[config.mk]
export PLATFORM = sky130hd
export DESIGN_NAME = ebx_controller
export DESIGN_NICKNAME = d
export VERILOG_FILES = /design/src/ebx_pkg.sv /design/src/ebx_controller.sv
export SDC_FILE = /design/constraint.sdc
export NUM_CORES = 1
export LEC_CHECK = 0
export ABC_AREA = 1
export BUFFER_PORTS_ARGS = -buffer_cell sky130_fd_sc_hd__buf_2
export CORE_AREA = 2 2 39 41
export CTS_CLUSTER_DIAMETER = 100
export DETAILED_ROUTE_END_ITERATION = 10
export DIE_AREA = 0 0 41 43
export PLACE_DENSITY = 0.58
export SLEW_MARGIN = 20
export SYNTH_ARGS = -nofsm -noshare
export SYNTH_HDL_FRONTEND = slang
export SYNTH_SLANG_ARGS = --single-unit
[constraint.sdc]
create_clock -name clock -period 1 [get_ports clock]
set_input_delay 0.2 -clock clock [delete_from_list [all_inputs] [get_ports clock]]
set_output_delay 0.2 -clock clock [all_outputs]
set_load 0.005 [all_outputs]
[src/ebx_pkg.sv]
// ----------------------------------------------------------------------------
// ebx_pkg: shared types and constants of the instruction executor
// Opcode fields, controller states, command/status structs.
// ----------------------------------------------------------------------------
`default_nettype none
package ebx_pkg;
   localparam int unsigned NumRegs = 16;
   localparam int unsigned MaxTextBytes = 65536;

   localparam logic [2:0] CLASS_ALU32 = 3'h4;
   localparam logic [2:0] CLASS_JMP   = 3'h5;
   localparam logic [2:0] CLASS_ALU64 = 3'h7;

   localparam logic [3:0] OP_ADD  = 4'h0;
   localparam logic [3:0] OP_SUB  = 4'h1;
   localparam logic [3:0] OP_MUL  = 4'h2;
   localparam logic [3:0] OP_DIV  = 4'h3;
   localparam logic [3:0] OP_OR   = 4'h4;
   localparam logic [3:0] OP_AND  = 4'h5;
   localparam logic [3:0] OP_LSH  = 4'h6;
   localparam logic [3:0] OP_RSH  = 4'h7;
   localparam logic [3:0] OP_NEG  = 4'h8;
   localparam logic [3:0] OP_MOD  = 4'h9;
   localparam logic [3:0] OP_XOR  = 4'ha;
   localparam logic [3:0] OP_MOV  = 4'hb;
   localparam logic [3:0] OP_ARSH = 4'hc;
   localparam logic [3:0] OP_END  = 4'hd;

   localparam logic [3:0] BR_JA  = 4'h0;
   localparam logic [3:0] BR_JEQ = 4'h1;
   localparam logic [3:0] BR_JGT = 4'h2;
   localparam logic [3:0] BR_JGE = 4'h3;
   localparam logic [3:0] BR_JSET = 4'h4;
   localparam logic [3:0] BR_JNE = 4'h5;
   localparam logic [3:0] BR_JLT = 4'ha;
   localparam logic [3:0] BR_JLE = 4'hb;

   localparam logic CSR_TEXT_SIZE  = 1'b0;
   localparam logic CSR_CONTINUOUS = 1'b1;

   typedef enum logic [2:0] {
      ST_IDLE, ST_READ, ST_EXEC, ST_MUL, ST_DIV, ST_COMMIT, ST_OUT
   } state_type;

   typedef struct packed {
      logic load;      // capture input beat
      logic exec;      // evaluate instruction
      logic mul_step;  // second multiplier stage
      logic div_start;
      logic commit;    // update state
      logic out_load;  // result register load
   } cmd_type;

   typedef struct packed {
      logic is_clear;
      logic needs_mul;
      logic needs_div;
      logic div_done;
   } sts_type;
endpackage
`default_nettype wire

[src/ebx_controller.sv]
// ----------------------------------------------------------------------------
// ebx_controller: sequencing state machine of the executor
// Walks each beat through read, execute, optional multiply/divide, commit, out.
// ----------------------------------------------------------------------------
`default_nettype none
module ebx_controller (
   input  wire logic             clock,
   input  wire logic             reset,
   input  wire logic             req_valid,
   output logic                  req_stall,
   output logic                  rsp_valid,
   input  wire logic             rsp_stall,
   input  wire ebx_pkg::sts_type sts,
   output ebx_pkg::cmd_type      cmd,
   output logic                  csr_ready
);
   import ebx_pkg::*;

   state_type state_ff, state_in;
   logic      vld_ff, vld_in;

   always_ff @(posedge clock) begin
      if (reset) begin
         state_ff <= ST_IDLE;
         vld_ff <= 1'b0;
      end else begin
         state_ff <= state_in;
         vld_ff <= vld_in;
      end
   end

   always_comb begin
      state_in = state_ff;
      vld_in = vld_ff && rsp_stall;
      cmd = '0;
      req_stall = 1'b1;
      case (state_ff)
         ST_IDLE: begin
            req_stall = 1'b0;
            if (req_valid) begin
               cmd.load = 1'b1;
               state_in = ST_READ;
            end
         end
         ST_READ: state_in = ST_EXEC;
         ST_EXEC: begin
            cmd.exec = 1'b1;
            state_in = ST_COMMIT;
            if (!sts.is_clear) state_in = ST_MUL;
         end
         ST_MUL: begin
            if (sts.needs_mul) begin
               cmd.mul_step = 1'b1;
               state_in = ST_COMMIT;
            end else if (sts.needs_div) begin
               cmd.div_start = 1'b1;
               state_in = ST_DIV;
            end else state_in = ST_COMMIT;
         end
         ST_DIV: if (sts.div_done) state_in = ST_COMMIT;
         ST_COMMIT: begin
            cmd.commit = 1'b1;
            state_in = ST_OUT;
         end
         ST_OUT: begin
            if (!vld_ff || !rsp_stall) begin
               cmd.out_load = 1'b1;
               vld_in = 1'b1;
               state_in = ST_IDLE;
            end
         end
         default: state_in = ST_IDLE;
      endcase
   end

   assign rsp_valid = vld_ff;
   assign csr_ready = (state_ff == ST_IDLE);
endmodule
`default_nettype wire

# Yosys cells after proc, flatten, opt, wreduce, memory -nomap -nowiden
# Cells that the tools add are included.
[op_classes]
add_sub_neg = 0
n_mul = 0
div = 0
order_cmp = 0
n_eq_ne = 9
shift = 0
mux = 20
bitwise_logic = 0
reduce_logical = 6
[ops]
columns = ["cell", "n"]
rows = [
  ["case mux 3 bit (7 select lines)", 1],
  ["2-to-1 mux 3 bit", 5],
  ["2-to-1 mux 1 bit", 13],
  ["equality test 3 bit (second input constant)", 3],
  ["equality test 3 x 2 -> 1 bit (second input constant)", 2],
  ["inequality test 2 bit (second input constant)", 3],
  ["equality test 3 x 1 -> 1 bit (second input constant)", 1],
  ["zero test 3 bit", 1],
  ["AND reduction 3 bit", 1],
  ["zero test 1 bit", 2],
  ["2-to-1 mux 2 bit", 1],
  ["logical AND 1 bit", 1],
  ["logical OR 1 bit", 1],
]
[totals]
register_bits = 4
latchBits = 0
mem_bits_rw = 0
rom_bits = 0
out_inout_bits = 9
word_cells = 37
memories = 0

# Depth between registers and ports, before layout
[logic_depth]
depth_word = 4
depth_mapped = 7
ltp_nobuf = 7

# Worst setup path before layout
# OpenSTA, ideal clock, no wires.
[synth_path]
path_type = "register to output"
from = "reg state_ff[0]"
to = "out cmd[3] (netlist name)"
t_arrival_ns = 0.795
slack_ns = 0.005
path_stages_with_launch = 3
path_buffers = 0
cell_sequence = "dfxtp_1 > inv_1 > nor4_1"
[synth_lines]
columns = ["item", "line_no", "text"]
rows = [
  ["start: declaration", "ebx_controller.sv:19", "state_type state_ff, state_in;"],
  ["start signal: assignment", "ebx_controller.sv:27", "state_ff <= state_in;"],
  ["end: declaration", "ebx_controller.sv:14", "output ebx_pkg::cmd_type cmd,"],
]

==> impl_metrics.py <==
metrics = {
    "run_status": {
        "outcome": "finished, violations left",
        "failed_checks": "negative setup slack",
    },
    "yosys": {
        "synthAdderAreaFrac_pct": 0,
        "yosysSeqAreaShare_pct": 29.5,
        "synthesis.nets": 53,
        "synth_largest_area_cell": "dfxtp_1",
        "synth_top_family_by_area": "simple AND/OR/NAND/NOR gates",
        "synth.top_cell.area_share_pct": 29.5,
        "netlist_area_sq_um": 272,
        "yosys_warnings": 0,
        "synthXorXnorAreaFrac_pct": 0,
        "synth-compound-area-share_pct": 8.29,
        "synth_edf_count": 0,
        "synth_area_leaders": "dfxtp_1, inv_1, nand2_1, nor2_1, nor3_1",
        "async_reset_ff_share_pct": 0,
        "synth_cell_types": 15,
        "synth_most_common_cell": "inv_1",
        "synth_seq_cells": 4,
        "synth_flop_cell": "dfxtp_1",
        "syn_avg_cell_area_sq_um": 6.03,
        "synthMuxAreaShare_pct": 0,
        "synth_simple_gate_area_share_pct": 47.0,
        "synthTopCellsByCount": "inv_1, nand2_1, nor2_1, dfxtp_1, nor3_1",
        "synth_cells": 45,
    },
    "worst_setup_path": {
        "regToRegStartpoint": "state_ff[0]$_SDFFE_PP0P_",
        "required_ps": 800,
        "arrival_ps": 1030,
        "critPathLaunch": "state_ff[0]$_SDFFE_PP0P_",
        "cp_max_fo": 5,
        "cpMaxStageDelayCell": "dfxtp_4",
        "path_class": "flip-flop to output port",
        "cp_cell_sequence": "buf_6, nor2_4, inv_2, nor2_1, buf_2",
        "crit_path_end_kind": "output port",
        "cp_num_buf_inv": 3,
        "cpPeakStageDelay_ps": 360,
        "start_kind": "flip-flop",
        "path_delay_family": "flip-flops",
    },
    "clock_network": {
        "cts_tree": "done",
        "clock_path_buffers": 2,
        "clkTransAtPathRegs_ps": 40,
        "cts.sinks": 4,
        "clock_latency_ps": 230,
        "cts.root.buffer_cell": "clkbuf_4",
        "numCtsBuffers": 3,
        "htreeDepth": 1,
        "ctsHoldBuffers": 0,
    },
    "power_and_ir_drop": {
        "leakage_nw": 0.288,
        "ir_worst_vdd_mv": 0.642,
        "power_density_mw_per_mm2": 1440,
    },
    "place": {
        "place.port_buffers": 16,
        "gp_congestion": 0.753,
        "hpwl_um": 559,
        "preCtsSetupSlack_ps": -67.0,
    },
    "cells_and_area": {
        "final_layout_size_suffix_gt1_share_pct": 67.6,
        "area_growth_pct": 91.2,
        "fill_cells": 155,
        "final_nets": 81,
        "antenna_cells": 0,
    },
    "floorplanning": {
        "pin_count": 17,
        "dieArea_sq_mm": 0.00176,
        "rows": 14,
        "die-width_um": 41,
        "start_util_pct": 19.6,
        "die_h_um": 43,
        "coreArea_sq_mm": 0.00138,
    },
    "sta": {
        "finalHoldViolations": 0,
        "rsz0062_at_grt": "yes",
        "setup_tns_ps": -1410,
        "min_period_ps": 1230,
        "max_freq_mhz": 814,
        "finClkSkew_ps": 0.313,
        "drv_slew": 0,
        "post-route-period-util_pct": 123,
        "slew_headroom_pct": 87.4,
        "setup_ws_ps": -229,
        "finalSetupViolCount": 10,
        "tightest_slew_ps": 187,
    },
    "route": {
        "vias_per_cell": 4.30,
        "drc": 0,
        "vias": 374,
        "drt_iter0_markers": 6,
        "wl_um": 779,
        "wl_per_cell_um": 8.95,
        "firstDrtPassIters": 3,
        "ant_nets": 0,
    },
    "global_route": {
        "grt_pass1_vias": 368,
        "grt_usage_pct": 10.5,
        "grt_pass1_wl_mm": 1.26,
        "antenna_found_initial": 0,
        "grt_max_degree": 7,
        "grt.overflow.total": 0,
    },
    "hold_path": {
        "min-delay-start": "reset",
        "hold_class": "primary input to flip-flop",
    },
    "job": {
        "drv_cap": 0,
    },
}
kinds of logic after synthesis:
logic type	count (synthesis)
AOI/OAI and AO/OA	4
buffers and inverters	11
DFF	4
and+or+nand+nor	26
timing repair:
item	CTS	global route
buffers inserted	3	1
resized for setup	20	5
endpoints found under the hold margin	0	0
endpoints found under the setup margin	9	11
pin swaps	6	2
registers in the layout, summed over array words and instances (netlist names):
register and count:
rsp_valid 1, state_ff 3
area by class of cell:
class	instances	area, sq um	area share, %
tap	16	20.0	3.86
timing repair buffer	23	140	27.0
multi-input combinational	30	201	38.8
sequential	4	91.3	17.6
inverter	11	43.8	8.43
clock buffer	3	22.5	4.34
layout by cell type, fill, tap and decap left out, types with 3 or more instances in the layout:
cell      Yosys  layout
dfxtp_4       0       3
nand3_2       1       3
clkbuf_4      0       3
inv_1         9       6
buf_2         0      16
inv_2         2       4
nand2_1       6       3
nor2_1        6       5
buf_4         0       5
nand2_2       1       3
per-stage QoR:
| stage | total power [mW] | cells | instance area, sq um | utilization [%] | hold slack (ps) |
|---|---|---|---|---|---|
| final | 0.746 | 87 | 519 | 37.5 | 167 |
| after global routing | 0.803 | 87 | 519 | 37.5 | 182 |
| after CTS | 0.742 | 87 | 502 | 36.3 | 162 |
| after detailed placement | 0.447 | 81 | 402 | 29.0 | 415 |
| after global placement | 0.448 | 81 | 402 | 29.0 | 416 |
| after floorplan | 0.334 | 45 | 272 | - | 269 |
worst paths after layout:
check                                           endpoint  slack [ps]  depth (start not counted)
worst max-delay path                              cmd[0]        -230                          5
worst min-delay path            state_ff[1]$_SDFFE_PP0P_         170                          2
worst max register to register  state_ff[2]$_SDFFE_PP0P_         -60                          7
worst min register to register      rsp_valid$_SDFF_PP0_         480                          2
worst register-to-register path, stage by stage, from the launching register on:
cell and delay (ps):
dfxtp_4 380, buf_6 120, nor2_4 30, buf_4 120
nand2_2 90, nand4_1 100, nand2_1 80, nor2_2 30
where the power goes:
| part | total (mW) | leakage [nW] | internal, mW | switching [mW] |
|---|---|---|---|---|
| Sequential | 0.233 | 0.0348 | 0.186 | 0.0462 |
| Clock | 0.194 | 0.0138 | 0.134 | 0.0601 |
| Combinational | 0.320 | 0.239 | 0.165 | 0.155 |
| Total | 0.746 | 0.288 | 0.485 | 0.261 |
per-layer routing:
metal / vias up / part of all wire [%] / global-route usage [%]
met5: - / 0 / 0
met4: 0 / 1.2 / 8.00
met1: 169 / 43 / 11.5
li1: 195 / - / -
met2: 8 / 53 / 16.9
met3: 2 / 3.3 / 1.57
Note: power is estimated with default switching activity, not from simulation.
